--- src/hw/rtl/xtea_pkg.sv ---
// shared types, constants and helpers for the xtea block cipher modes block
`timescale 1ns / 1ps
`default_nettype none
package xtea_pkg;

  localparam logic [31:0] XTEA_DELTA = 32'h9E3779B9;

  localparam int CFG_IDX_W = 3;
  localparam int CFG_DATA_W = 64;

  typedef enum logic [CFG_IDX_W-1:0] {
    REG_KEY0 = 3'd0,
    REG_KEY1 = 3'd1,
    REG_KEY2 = 3'd2,
    REG_KEY3 = 3'd3,
    REG_MODE = 3'd4,
    REG_DEC  = 3'd5,
    REG_IV   = 3'd6
  } cfg_reg_t;

  localparam logic [1:0] MODE_ECB = 2'd0;
  localparam logic [1:0] MODE_CBC = 2'd1;
  localparam logic [1:0] MODE_CTR = 2'd2;

  typedef enum logic [2:0] {
    OP_ECB_ENC,
    OP_ECB_DEC,
    OP_CBC_ENC,
    OP_CBC_DEC,
    OP_CTR
  } op_t;

  typedef struct packed {
    op_t         op;
    logic        restart;
    logic [63:0] blk;
  } item_t;

  typedef logic [3:0][31:0] key_t;

  localparam int QUEUE_DEPTH = 2;

  typedef enum logic [1:0] {
    BK_IDLE,
    BK_RUN,
    BK_HOLD
  } back_state_t;

  function automatic logic [31:0] mix_word(input logic [31:0] x);
    return ((x << 4) ^ (x >> 5)) + x;
  endfunction

endpackage
`default_nettype wire

--- src/hw/rtl/xtea_if.sv ---
// valid/ready channel interfaces for input, output and configuration words
`timescale 1ns / 1ps
`default_nettype none
interface xtea_in_if;
  logic        valid;
  logic        ready;
  logic [31:0] data_low;
  logic [31:0] data_high;
  logic        restart;
  modport source(output valid, data_low, data_high, restart, input ready);
  modport sink(input valid, data_low, data_high, restart, output ready);
endinterface

interface xtea_out_if;
  logic        valid;
  logic        ready;
  logic [31:0] result_low;
  logic [31:0] result_high;
  modport source(output valid, result_low, result_high, input ready);
  modport sink(input valid, result_low, result_high, output ready);
endinterface

interface xtea_cfg_if;
  logic        valid;
  logic        ready;
  logic [2:0]  index;
  logic [63:0] data;
  modport source(output valid, index, data, input ready);
  modport sink(input valid, index, data, output ready);
endinterface
`default_nettype wire

--- src/hw/rtl/xtea_front.sv ---
// front end: accepts input words and classifies them into cipher operations
`timescale 1ns / 1ps
`default_nettype none
module xtea_front
  import xtea_pkg::*;
(
  xtea_in_if.sink din,
  input  logic [1:0] mode,
  input  logic       dec,
  output logic       push_valid,
  input  logic       push_ready,
  output item_t      push_item
);

  op_t op;

  always_comb begin
    case (mode)
      MODE_CBC: begin
        op = dec ? OP_CBC_DEC : OP_CBC_ENC;
      end
      MODE_CTR: begin
        op = OP_CTR;
      end
      default: begin
        op = dec ? OP_ECB_DEC : OP_ECB_ENC;
      end
    endcase
  end

  assign push_item.op      = op;
  assign push_item.restart = din.restart;
  assign push_item.blk     = {din.data_high, din.data_low};
  assign push_valid        = din.valid;
  assign din.ready         = push_ready;

endmodule
`default_nettype wire

--- src/hw/rtl/xtea_fifo.sv ---
// short queue of classified words between front and back
`timescale 1ns / 1ps
`default_nettype none
module xtea_fifo
  import xtea_pkg::*;
(
  input  logic  clk,
  input  logic  rst,
  input  logic  push_valid,
  output logic  push_ready,
  input  item_t push_item,
  output logic  pop_valid,
  input  logic  pop_ready,
  output item_t pop_item
);

  localparam int PTR_W = (QUEUE_DEPTH > 1) ? $clog2(QUEUE_DEPTH) : 1;
  localparam int CNT_W = $clog2(QUEUE_DEPTH + 1);

  item_t              entries [QUEUE_DEPTH];
  logic [PTR_W-1:0]   wr_ptr;
  logic [PTR_W-1:0]   rd_ptr;
  logic [CNT_W-1:0]   count;
  logic               do_push;
  logic               do_pop;

  assign push_ready = (count != CNT_W'(QUEUE_DEPTH));
  assign pop_valid  = (count != '0);
  assign do_push    = push_valid && push_ready;
  assign do_pop     = pop_valid && pop_ready;
  assign pop_item   = entries[rd_ptr];

  always_ff @(posedge clk) begin
    if (do_push) begin
      entries[wr_ptr] <= push_item;
    end
  end

  always_ff @(posedge clk) begin
    if (rst) begin
      wr_ptr <= '0;
      rd_ptr <= '0;
      count  <= '0;
    end else begin
      if (do_push) begin
        wr_ptr <= (wr_ptr == PTR_W'(QUEUE_DEPTH - 1)) ? '0 : wr_ptr + 1'b1;
      end
      if (do_pop) begin
        rd_ptr <= (rd_ptr == PTR_W'(QUEUE_DEPTH - 1)) ? '0 : rd_ptr + 1'b1;
      end
      if (do_push && !do_pop) begin
        count <= count + 1'b1;
      end else if (do_pop && !do_push) begin
        count <= count - 1'b1;
      end
    end
  end

endmodule
`default_nettype wire

--- src/hw/rtl/xtea_back.sv ---
// back end: chaining state, iterative xtea round engine and output register
`timescale 1ns / 1ps
`default_nettype none
module xtea_back
  import xtea_pkg::*;
#(
  parameter int ROUNDS = 32
) (
  input  logic        clk,
  input  logic        rst,
  input  key_t        key,
  input  logic [63:0] iv,
  input  logic        pop_valid,
  output logic        pop_ready,
  input  item_t       pop_item,
  xtea_out_if.source  dout
);

  localparam int RW = $clog2(ROUNDS + 1);
  localparam logic [63:0] SUM_PROD = 64'(XTEA_DELTA) * 64'(ROUNDS);
  localparam logic [31:0] SUM_DEC_INIT = SUM_PROD[31:0];

  back_state_t state;
  back_state_t state_next;
  logic [RW-1:0] rnd;
  logic [31:0]   a;
  logic [31:0]   b;
  logic [31:0]   sum;
  logic          is_dec;
  logic          cbc_enc;
  logic [63:0]   mask;
  logic [63:0]   chain;
  logic [63:0]   counter;
  logic          out_valid;
  logic [31:0]   out_low;
  logic [31:0]   out_high;

  logic          load;
  logic          finish;
  logic          out_free;
  logic [63:0]   eff_chain;
  logic [63:0]   eff_ctr;
  logic [63:0]   eng_in;
  logic [63:0]   mask_ld;
  logic [63:0]   chain_ld;
  logic [63:0]   ctr_ld;
  logic [31:0]   a_enc, b_enc, s_enc;
  logic [31:0]   a_dec, b_dec, s_dec;
  logic [31:0]   a_next, b_next, sum_next;
  logic [63:0]   res;

  // one full cycle (two half-rounds) per clock
  always_comb begin
    a_enc = a + (mix_word(b) ^ (sum + key[sum[1:0]]));
    s_enc = sum + XTEA_DELTA;
    b_enc = b + (mix_word(a_enc) ^ (s_enc + key[s_enc[12:11]]));
    b_dec = b - (mix_word(a) ^ (sum + key[sum[12:11]]));
    s_dec = sum - XTEA_DELTA;
    a_dec = a - (mix_word(b_dec) ^ (s_dec + key[s_dec[1:0]]));
    a_next   = is_dec ? a_dec : a_enc;
    b_next   = is_dec ? b_dec : b_enc;
    sum_next = is_dec ? s_dec : s_enc;
  end

  // operands for the word being loaded
  always_comb begin
    eff_chain = pop_item.restart ? iv : chain;
    eff_ctr   = pop_item.restart ? iv : counter;
    eng_in    = pop_item.blk;
    mask_ld   = '0;
    chain_ld  = eff_chain;
    ctr_ld    = eff_ctr;
    case (pop_item.op)
      OP_CBC_ENC: begin
        eng_in = pop_item.blk ^ eff_chain;
      end
      OP_CBC_DEC: begin
        mask_ld  = eff_chain;
        chain_ld = pop_item.blk;
      end
      OP_CTR: begin
        eng_in  = eff_ctr;
        mask_ld = pop_item.blk;
        ctr_ld  = eff_ctr + 64'd1;
      end
      default: begin
        eng_in = pop_item.blk;
      end
    endcase
  end

  assign out_free = !out_valid || dout.ready;
  assign res = ((state == BK_HOLD) ? {b, a} : {b_next, a_next}) ^ mask;

  always_comb begin
    state_next = state;
    pop_ready  = 1'b0;
    load       = 1'b0;
    finish     = 1'b0;
    case (state)
      BK_IDLE: begin
        pop_ready = 1'b1;
        if (pop_valid) begin
          load       = 1'b1;
          state_next = BK_RUN;
        end
      end
      BK_RUN: begin
        if (rnd == '0) begin
          if (out_free) begin
            finish     = 1'b1;
            state_next = BK_IDLE;
          end else begin
            state_next = BK_HOLD;
          end
        end
      end
      BK_HOLD: begin
        if (out_free) begin
          finish     = 1'b1;
          state_next = BK_IDLE;
        end
      end
      default: begin
        state_next = BK_IDLE;
      end
    endcase
  end

  always_ff @(posedge clk) begin
    if (rst) begin
      state <= BK_IDLE;
    end else begin
      state <= state_next;
    end
  end

  always_ff @(posedge clk) begin
    if (load) begin
      a       <= eng_in[31:0];
      b       <= eng_in[63:32];
      sum     <= (pop_item.op == OP_ECB_DEC || pop_item.op == OP_CBC_DEC) ?
                 SUM_DEC_INIT : 32'd0;
      is_dec  <= (pop_item.op == OP_ECB_DEC || pop_item.op == OP_CBC_DEC);
      cbc_enc <= (pop_item.op == OP_CBC_ENC);
      mask    <= mask_ld;
      rnd     <= RW'(ROUNDS - 1);
    end else if (state == BK_RUN) begin
      a   <= a_next;
      b   <= b_next;
      sum <= sum_next;
      if (rnd != '0) begin
        rnd <= rnd - 1'b1;
      end
    end
    if (finish) begin
      out_low  <= res[31:0];
      out_high <= res[63:32];
    end
  end

  always_ff @(posedge clk) begin
    if (rst) begin
      chain     <= '0;
      counter   <= '0;
      out_valid <= 1'b0;
    end else begin
      if (load) begin
        chain   <= chain_ld;
        counter <= ctr_ld;
      end else if (finish && cbc_enc) begin
        chain <= res;
      end
      if (finish) begin
        out_valid <= 1'b1;
      end else if (dout.ready) begin
        out_valid <= 1'b0;
      end
    end
  end

  assign dout.valid       = out_valid;
  assign dout.result_low  = out_low;
  assign dout.result_high = out_high;

endmodule
`default_nettype wire

--- src/hw/rtl/xtea_block_cipher_modes.sv ---
// top level: xtea ecb/cbc/ctr block cipher with configuration registers
//
//   channel  dir  payload                          handshake
//   din      in   data_low, data_high, restart     valid/ready
//   dout     out  result_low, result_high          valid/ready
//   cfg      in   index (3b), data (64b)           valid/ready, ready held high
//
// each word is loaded in idle in the back end, then iterated in run until the round count
// reaches zero; the last round writes the output register, and no new word is taken till then
// a two-entry queue lets din take up to two more words while the engine or dout stalls
// the engine holds a finished word until the output register frees up
// synchronous active-high rst clears config, chain and counter to zero
`timescale 1ns / 1ps
`default_nettype none
module xtea_block_cipher_modes
  import xtea_pkg::*;
#(
  parameter int ROUNDS = 32
) (
  input  logic        clk,
  input  logic        rst,
  xtea_in_if.sink     din,
  xtea_out_if.source  dout,
  xtea_cfg_if.sink    cfg
);

  key_t        key;
  logic [1:0]  mode;
  logic        dec;
  logic [63:0] iv;

  logic        push_valid;
  logic        push_ready;
  item_t       push_item;
  logic        pop_valid;
  logic        pop_ready;
  item_t       pop_item;

  assign cfg.ready = 1'b1;

  always_ff @(posedge clk) begin
    if (rst) begin
      key  <= '0;
      mode <= MODE_ECB;
      dec  <= 1'b0;
      iv   <= '0;
    end else if (cfg.valid) begin
      case (cfg_reg_t'(cfg.index))
        REG_KEY0: begin
          key[0] <= cfg.data[31:0];
        end
        REG_KEY1: begin
          key[1] <= cfg.data[31:0];
        end
        REG_KEY2: begin
          key[2] <= cfg.data[31:0];
        end
        REG_KEY3: begin
          key[3] <= cfg.data[31:0];
        end
        REG_MODE: begin
          mode <= cfg.data[1:0];
        end
        REG_DEC: begin
          dec <= cfg.data[0];
        end
        REG_IV: begin
          iv <= cfg.data;
        end
        default: begin
        end
      endcase
    end
  end

  xtea_front u_front (
    .din        (din),
    .mode       (mode),
    .dec        (dec),
    .push_valid (push_valid),
    .push_ready (push_ready),
    .push_item  (push_item)
  );

  xtea_fifo u_fifo (
    .clk        (clk),
    .rst        (rst),
    .push_valid (push_valid),
    .push_ready (push_ready),
    .push_item  (push_item),
    .pop_valid  (pop_valid),
    .pop_ready  (pop_ready),
    .pop_item   (pop_item)
  );

  xtea_back #(
    .ROUNDS (ROUNDS)
  ) u_back (
    .clk       (clk),
    .rst       (rst),
    .key       (key),
    .iv        (iv),
    .pop_valid (pop_valid),
    .pop_ready (pop_ready),
    .pop_item  (pop_item),
    .dout      (dout)
  );

endmodule
`default_nettype wire

--- src/flat_wrapper.sv ---
// flat-port wrapper written by rule: the top's interface ports become plain ports
module xtea_block_cipher_modes_flat import xtea_pkg::*;
#(
  parameter int ROUNDS = 32
)
  (clk, rst, din_valid, din_data_low, din_data_high, din_restart, din_ready, dout_valid, dout_result_low, dout_result_high, dout_ready, cfg_valid, cfg_index, cfg_data, cfg_ready);
  xtea_in_if din_i ();
  xtea_out_if dout_i ();
  xtea_cfg_if cfg_i ();
  input  logic clk;
  input  logic rst;
  input wire logic [$bits(din_i.valid)-1:0] din_valid;
  input wire logic [$bits(din_i.data_low)-1:0] din_data_low;
  input wire logic [$bits(din_i.data_high)-1:0] din_data_high;
  input wire logic [$bits(din_i.restart)-1:0] din_restart;
  output wire logic [$bits(din_i.ready)-1:0] din_ready;
  output wire logic [$bits(dout_i.valid)-1:0] dout_valid;
  output wire logic [$bits(dout_i.result_low)-1:0] dout_result_low;
  output wire logic [$bits(dout_i.result_high)-1:0] dout_result_high;
  input wire logic [$bits(dout_i.ready)-1:0] dout_ready;
  input wire logic [$bits(cfg_i.valid)-1:0] cfg_valid;
  input wire logic [$bits(cfg_i.index)-1:0] cfg_index;
  input wire logic [$bits(cfg_i.data)-1:0] cfg_data;
  output wire logic [$bits(cfg_i.ready)-1:0] cfg_ready;
  assign din_i.valid = din_valid;
  assign din_i.data_low = din_data_low;
  assign din_i.data_high = din_data_high;
  assign din_i.restart = din_restart;
  assign din_ready = din_i.ready;
  assign dout_valid = dout_i.valid;
  assign dout_result_low = dout_i.result_low;
  assign dout_result_high = dout_i.result_high;
  assign dout_i.ready = dout_ready;
  assign cfg_i.valid = cfg_valid;
  assign cfg_i.index = cfg_index;
  assign cfg_i.data = cfg_data;
  assign cfg_ready = cfg_i.ready;
  xtea_block_cipher_modes #(.ROUNDS(ROUNDS)) u_core (.clk(clk), .rst(rst), .din(din_i), .dout(dout_i), .cfg(cfg_i));
endmodule
--- config.mk ---
export PLATFORM = sky130hd
export DESIGN_NAME = xtea_block_cipher_modes_flat
export DESIGN_NICKNAME = d
export VERILOG_FILES = /design/src/hw/rtl/xtea_pkg.sv /design/src/hw/rtl/xtea_if.sv /design/src/hw/rtl/xtea_front.sv /design/src/hw/rtl/xtea_fifo.sv /design/src/hw/rtl/xtea_back.sv /design/src/hw/rtl/xtea_block_cipher_modes.sv /design/src/flat_wrapper.sv
export SDC_FILE = /design/constraint.sdc
export NUM_CORES = 2
export LEC_CHECK = 0
export BUFFER_PORTS_ARGS = -buffer_cell sky130_fd_sc_hd__buf_2
export CAP_MARGIN = 0
export CORE_MARGIN = 8
export CORE_UTILIZATION = 55
export DETAILED_ROUTE_END_ITERATION = 6
export PLACE_DENSITY = 0.72
export SLEW_MARGIN = 20
export SYNTH_ARGS = -nofsm -noshare
export SYNTH_HDL_FRONTEND = slang
export SYNTH_SLANG_ARGS = --single-unit
--- constraint.sdc ---
create_clock -name clk -period 12.5 [get_ports clk]
set_input_delay 0 -clock clk [delete_from_list [all_inputs] [get_ports clk]]
set_output_delay 0 -clock clk [all_outputs]
set_load 0.01 [all_outputs]
-- Word-level counts from Yosys, hierarchy flattened
Memory sizes are Yosys's and may differ from the RTL's. A register that Yosys moved wholly into a read port is not among the register bits.
Cells that the tools add are included.
- bits in registers: 562
- RAM bits: 136
- bits of input ports: 137
- output and inout bits: 67
- logic and storage cells: 155
- memories kept: 1
- memory list (name ; words ; bits a word ; rd ports ; clocked after memory_dff ; write ports ; RTL line ; source):
    u_core.u_fifo.entries ; 2 ; 68 ; 1 ; 1 ; 1 ; xtea_fifo.sv:20 ; item_t entries [QUEUE_DEPTH];
- add/subtract/negate cells: 20
- magnitude comparators: 4
- eq/ne operators: 18
- multiplexer cells: 51
- bitwise gates (word level): 10
- reduce and logical (&&, ||, !) cells: 28
- operators with widths (operator ; count):
    two-way mux 32 bit ; 14
    two-way mux 64 bit ; 7
    adder 32 bit ; 10
    binary-select mux 32 bit (select 2 bit) ; 4
    one-hot mux 64 bit (2 select lines) ; 2
    XOR 32 x 27 -> 32 bit ; 4
    XOR 32 bit ; 4
    XOR 64 bit ; 2
    adder 64 x 1 -> 64 bit (second input constant) ; 1
    subtractor 32 bit ; 2
    adder 32 bit (second input constant) ; 1
    subtractor 32 bit (second input constant) ; 1
    AND reduction 2 bit ; 8
    two-way mux 1 bit ; 15
    == test 3 x 2 -> 1 bit (second input constant) ; 4
    == test 3 bit (second input constant) ; 4
    < comparator 2 x 3 -> 1 bit (second input constant) ; 4
    two-way mux 2 bit ; 6
    nonzero test 2 bit ; 5
    == test 3 x 1 -> 1 bit (second input constant) ; 2
    zero test 6 bit ; 1
    != test 2 bit (second input constant) ; 3
    one-hot mux 2 bit (3 select lines) ; 1
    one-hot mux 3 bit (2 select lines) ; 1
    15 further kinds ; 25

-- Logic depth before layout (Yosys ltp)
- word-level depth: 14
- depth in mapped cells: 52
- mapped depth without buffers: 50

-- Cells and area by module
Synthesis repeated with hierarchy kept, for this count alone.
- cell total of the unflattened synthesis: 6163
- area total of the unflattened synthesis: 57635.3 um2
- by module, submodules not included (module ; times used ; cells an instance ; area each (um2) ; sequential area each (um2)):
    xtea_back ; 1 ; 5138 ; 44001.0 ; 9529.1
    xtea_block_cipher_modes ; 1 ; 716 ; 7866.3 ; 3903.7
    xtea_fifo ; 1 ; 236 ; 5212.5 ; 4184.0
    xtea_front ; 1 ; 73 ; 555.5 ; 0.0

-- Worst setup path after synthesis
OpenSTA, ideal clock, no wires.
- kind: register to register
- start: register u_core.u_back.sum[0]
- end: register u_core.u_back.chain[63]
- library setup time: 0.131 ns
- arrival: 10.171 ns
- data required time: 12.369 ns
- setup slack: 2.198 ns
- stages on the path, launching flop included: 52
- path buffers: 2
- clock period less this slack: 10.302 ns
- cells stage by stage: edfxtp_1 > buf_1 > buf_1 > mux4_2 > ha_1 > inv_1 > fa_1 > inv_1 > a21o_1 > a21oi_1 > o21bai_1 > a21o_1 > a21o_1 > a21o_1 > xor2_1 > xnor2_1 > ha_1 > a21o_1 > [16 not listed] > a21o_1 > a21oi_1 > xnor2_1 > ha_1 > a21o_1 > a21oi_1 > o21ai_0 > nor4b_1 > a21oi_1 > nor2_1 > a21oi_1 > xnor3_1 > xnor3_1 > xnor2_1 > mux2i_1 > mux2i_2 > mux2i_1 > o31ai_1
- word-level cells in the longest chain between the ends: 14
- elaborated cells between the ends (all ways): 21
- those cells by class: add/sub (8); mux (8); bitwise (5)
- RTL lines (element ; RTL line ; source):
    from (decl) ; xtea_back.sv:28 ; logic [31:0] sum;
    from (signal assigned) ; xtea_back.sv:142 ; sum <= (pop_item.op == OP_ECB_DEC || pop_item.op == OP_CBC_DEC) ?
    from (signal assigned) ; xtea_back.sv:151 ; sum <= sum_next;
    binary-select mux 32 bit (select 2 bit) ; xtea_back.sv:54 ; a_enc = a + (mix_word(b) ^ (sum + key[sum[1:0]]));
    two-way mux 32 bit (implied by the code) ; xtea_back.sv:54 ;
    adder 32 bit ; xtea_back.sv:54 ;
    XOR 32 bit ; xtea_back.sv:54 ;
    adder 32 bit ; xtea_back.sv:54 ;
    XOR 32 x 27 -> 32 bit ; xtea_pkg.sv:50 ; return ((x << 4) ^ (x >> 5)) + x;
    adder 32 bit ; xtea_pkg.sv:50 ;
    XOR 32 bit ; xtea_back.sv:56 ; b_enc = b + (mix_word(a_enc) ^ (s_enc + key[s_enc[12:11]]));
    adder 32 bit ; xtea_back.sv:56 ;
    two-way mux 32 bit * ; xtea_back.sv:61 ; b_next = is_dec ? b_dec : b_enc;
    two-way mux 64 bit * ; xtea_back.sv:93 ; assign res = ((state == BK_HOLD) ? {b, a} : {b_next, a_next}) ^ mask;
    XOR 64 bit * ; xtea_back.sv:93 ;
    two-way mux 64 bit * ; xtea_back.sv:171 ; end else if (finish && cbc_enc) begin
    two-way mux 64 bit * ; xtea_back.sv:168 ; if (load) begin
    to (signal assigned) ; xtea_back.sv:169 ; chain <= chain_ld;
    to (signal assigned) ; xtea_back.sv:172 ; chain <= res;
    to (decl) ; xtea_back.sv:32 ; logic [63:0] chain;
Mark *: on every way between the ends. The rest lies on a longest branch, timed or not. The select of a mux whose other input is x is not followed.
A chain may end at the register's enable or synchronous reset.

-- Final worst setup path
Same ends and word-level chain as after synthesis.

==> results_dict.tcl <==
set metrics [dict create \
    worstPathRequired_ns 13.01 \
    slowest_delay_ns 0.60 \
    dr.pass1.iters 7 \
    fp.dieH_um 333 \
    drive_gt1_share_pct 10.4 \
    finalHoldViolCount 0 \
    h-tree-depth 3 \
    path_clk_slew_ns 0.07 \
    initial_core_util_pct 55.4 \
    numCtsBuffers 76 \
    slew_headroom_pct 10.2 \
    end_kind "register" \
    synth_common_cells "934 x nand2_1, 838 x a21oi_1, 457 x xnor2_1" \
    cp-startpoint "u_core.u_back.sum[0]" \
    synth_edf_count 362 \
    grt_pass1_wl_um 335000 \
    viasPerCell 6.69 \
    final_core_util_pct 62.5 \
    failed_checks "DRC" \
    clk_latency_ns 0.69 \
    grt_max_degree 163 \
    cts-root-buf "clkbuf_16" \
    place_ws_ns 0.478 \
    cp-endpoint "u_core.u_back.chain[63]" \
    cp_max_fo 6 \
    rows 116 \
    ant_nets 0 \
    cp.depth 48 \
    drc 11 \
    skew_ns 0.0279 \
    synthTopCellsByArea "edfxtp_1 20%, dfxtp_1 12%, ha_1 8.9%" \
    fillers 8540 \
    cp_slowest_cell "xor2_1" \
    tns_ns 0 \
    fin_crit_ns 11.88 \
    async_flop_share_pct 0 \
    r2r_end "u_core.u_back.chain[63]" \
    synth.distinct_cells 93 \
    clkSinkCount 699 \
    drt-total-wl_um 230000 \
    yosys.area.top_type "edfxtp_1" \
    syn_inst 6357 \
    dpl.hpwl_um 172000 \
    status "complete, but fails checks" \
    grt-busiest-layer "met2" \
    drtIter0Drc 7620 \
    multiInputGateArea_sq_um 36200 \
    fin_cells 8000 \
    route.detailed.wl_per_inst_um 28.8 \
    fin_crit_sh_pct 95.0 \
    met1_usage_pct 54.9 \
    ff_latch_area_sq_um 17600 \
    track_usage_pct 39.7 \
    cp_num_buf_inv 3 \
    area_growth_pct 12.9 \
    core_area_sq_um 99900 \
    dp.cells 7695 \
    first_global_vias 49795 \
    ys_ff_latch 699 \
    ys_seq_area_share_pct 31.9 \
    io_buffer_count 202 \
    yosys_warnings 0 \
    cts_buffer_depth 3 \
    tightest_slew_ns 1.33 \
    io_pins 204 \
    cts_tree "done" \
    synth-main-ff-cell "edfxtp_1" \
    grt_use_met3_pct 10.9 \
    dr_total_vias 53523 \
    fmax_ghz 0.0842 \
    die_area_sq_um 111000 \
    die-width_um 333 \
    start_kind "register" \
    grt_use_met2_pct 59.0 \
    setup_ws_ns 0.619 \
    finalSetupViolations 0 \
    drv_cap 0 \
    holdCritPathClass "primary input to register" \
    syn_nets 6901 \
    worstPathArrival_ns 12.39 \
    r2r-start "u_core.u_back.sum[0]" \
    slew_viol_final 0 \
    critPathTopFamily "compound AO/OA/AOI/OAI gates" \
    worstRegToRegCells 48 \
    synth_top_area_share_pct 19.7 \
    fin_nets 7182 \
    r2r_setup_slack_ns 0.62 \
    antenna_found_initial 8 \
    syn_avg_cell_area_sq_um 8.70 \
    grt_overflow 0 \
    synth_area_sq_um 55300 \
    critPathKind "register to register" \
    synth.most_common_cell "nand2_1" \
    gp_congestion 1.05 \
]
-- cells in the final DEF, fill, tap and decap left out, types with 52 or more instances in the layout --
cell and n:
a21o_1 220, a21oi_1 837, and2_1 69, and3_1 55, buf_2 201, buf_4 147, clkbuf_16 80, dfxtp_1 336
dlygate4sd3_1 163, edfxtp_1 362, ha_1 395, inv_1 121, mux2i_1 147, mux4_2 127, nand2_1 930, nand2b_1 52
nand3_1 125, nor2_1 404, nor3_1 127, o21ai_0 232, o22ai_1 138, xnor2_1 454, xor2_1 275
-- per-layer routing --
layer | up-vias | share of wire [%] | routed length (um)
li1 | 23701 | - | -
met4 | 2 | 4.6 | 10600
met1 | 25639 | 40 | 92500
met3 | 551 | 13 | 30100
met2 | 3630 | 42 | 97100
met5 | - | 0.0043 | 10
-- layout make-up --
cell class	instances	area share, %
antenna	3	0.0120
clock buffer	98	3.46
clock inverter	41	0.812
inverter	126	0.776
multi-input combinational	5220	58.0
sequential	699	28.2
tap	1298	2.60
timing repair buffer	515	6.10
-- cell families after synthesis --
family	after synthesis	share of synthesized area, %
AO/OA/AOI/OAI	1840	20.4
XOR/XNOR	738	11.8
adder cells (fa/ha/maj)	407	9.38
buffers and inverters	438	3.00
flip-flops	699	31.9
multiplexers	280	7.96
other	1	0.00678
AND/OR/NAND/NOR	1954	15.6
-- how the worst min path moves through the flow --
stage | startpoint | endpoint | slack (ns) | cells after the start
final | din_data_low[31] | u_core.u_fifo.entries[0][31] | 0.05 | 2
after global routing | din_data_low[31] | u_core.u_fifo.entries[0][31] | 0.05 | 2
after CTS | din_data_low[16] | u_core.u_fifo.entries[0][16] | 0.02 | 2
after detailed placement | din_data_high[21] | u_core.u_fifo.entries[1][53] | 0.19 | 1
after global placement | din_data_high[8] | u_core.u_fifo.entries[1][40] | 0.19 | 1
after floorplan | din_data_low[0] | u_core.u_fifo.entries[0][0] | 0.1 | 0
-- stage by stage --
step	area (sq um)	hold slack, ns
after floorplan	55300	0.0989
after global placement	58000	0.189
after detailed placement	58000	0.191
after CTS	62300	0.0191
after global routing	62400	0.0475
final	62400	0.0491
-- registers in the layout, indices dropped and copies added, names as in the netlist, 6 cells and up, named ones only --
name                            count
u_core.u_back.counter              64
u_core.key                        128
u_core.u_back.rnd                   6
u_core.u_fifo.entries             136
u_core.iv                          64
u_core.u_back.chain                64
u_core.u_back.dout.result_low      32
u_core.u_back.dout.result_high     32
u_core.u_back.b                    32
u_core.u_back.a                    32
u_core.u_back.mask                 64
u_core.u_back.sum                  32
-- repair_timing --
action                                  CTS  global route
endpoints found under the setup margin    0             6
gates resized for setup                   0             4
hold buffers                            163             0
hold endpoints to repair                397             0
buffers inserted                          0             0
Power is not shown: default switching activity piles up to over one toggle a cycle in this logic, so the estimate is an artifact.
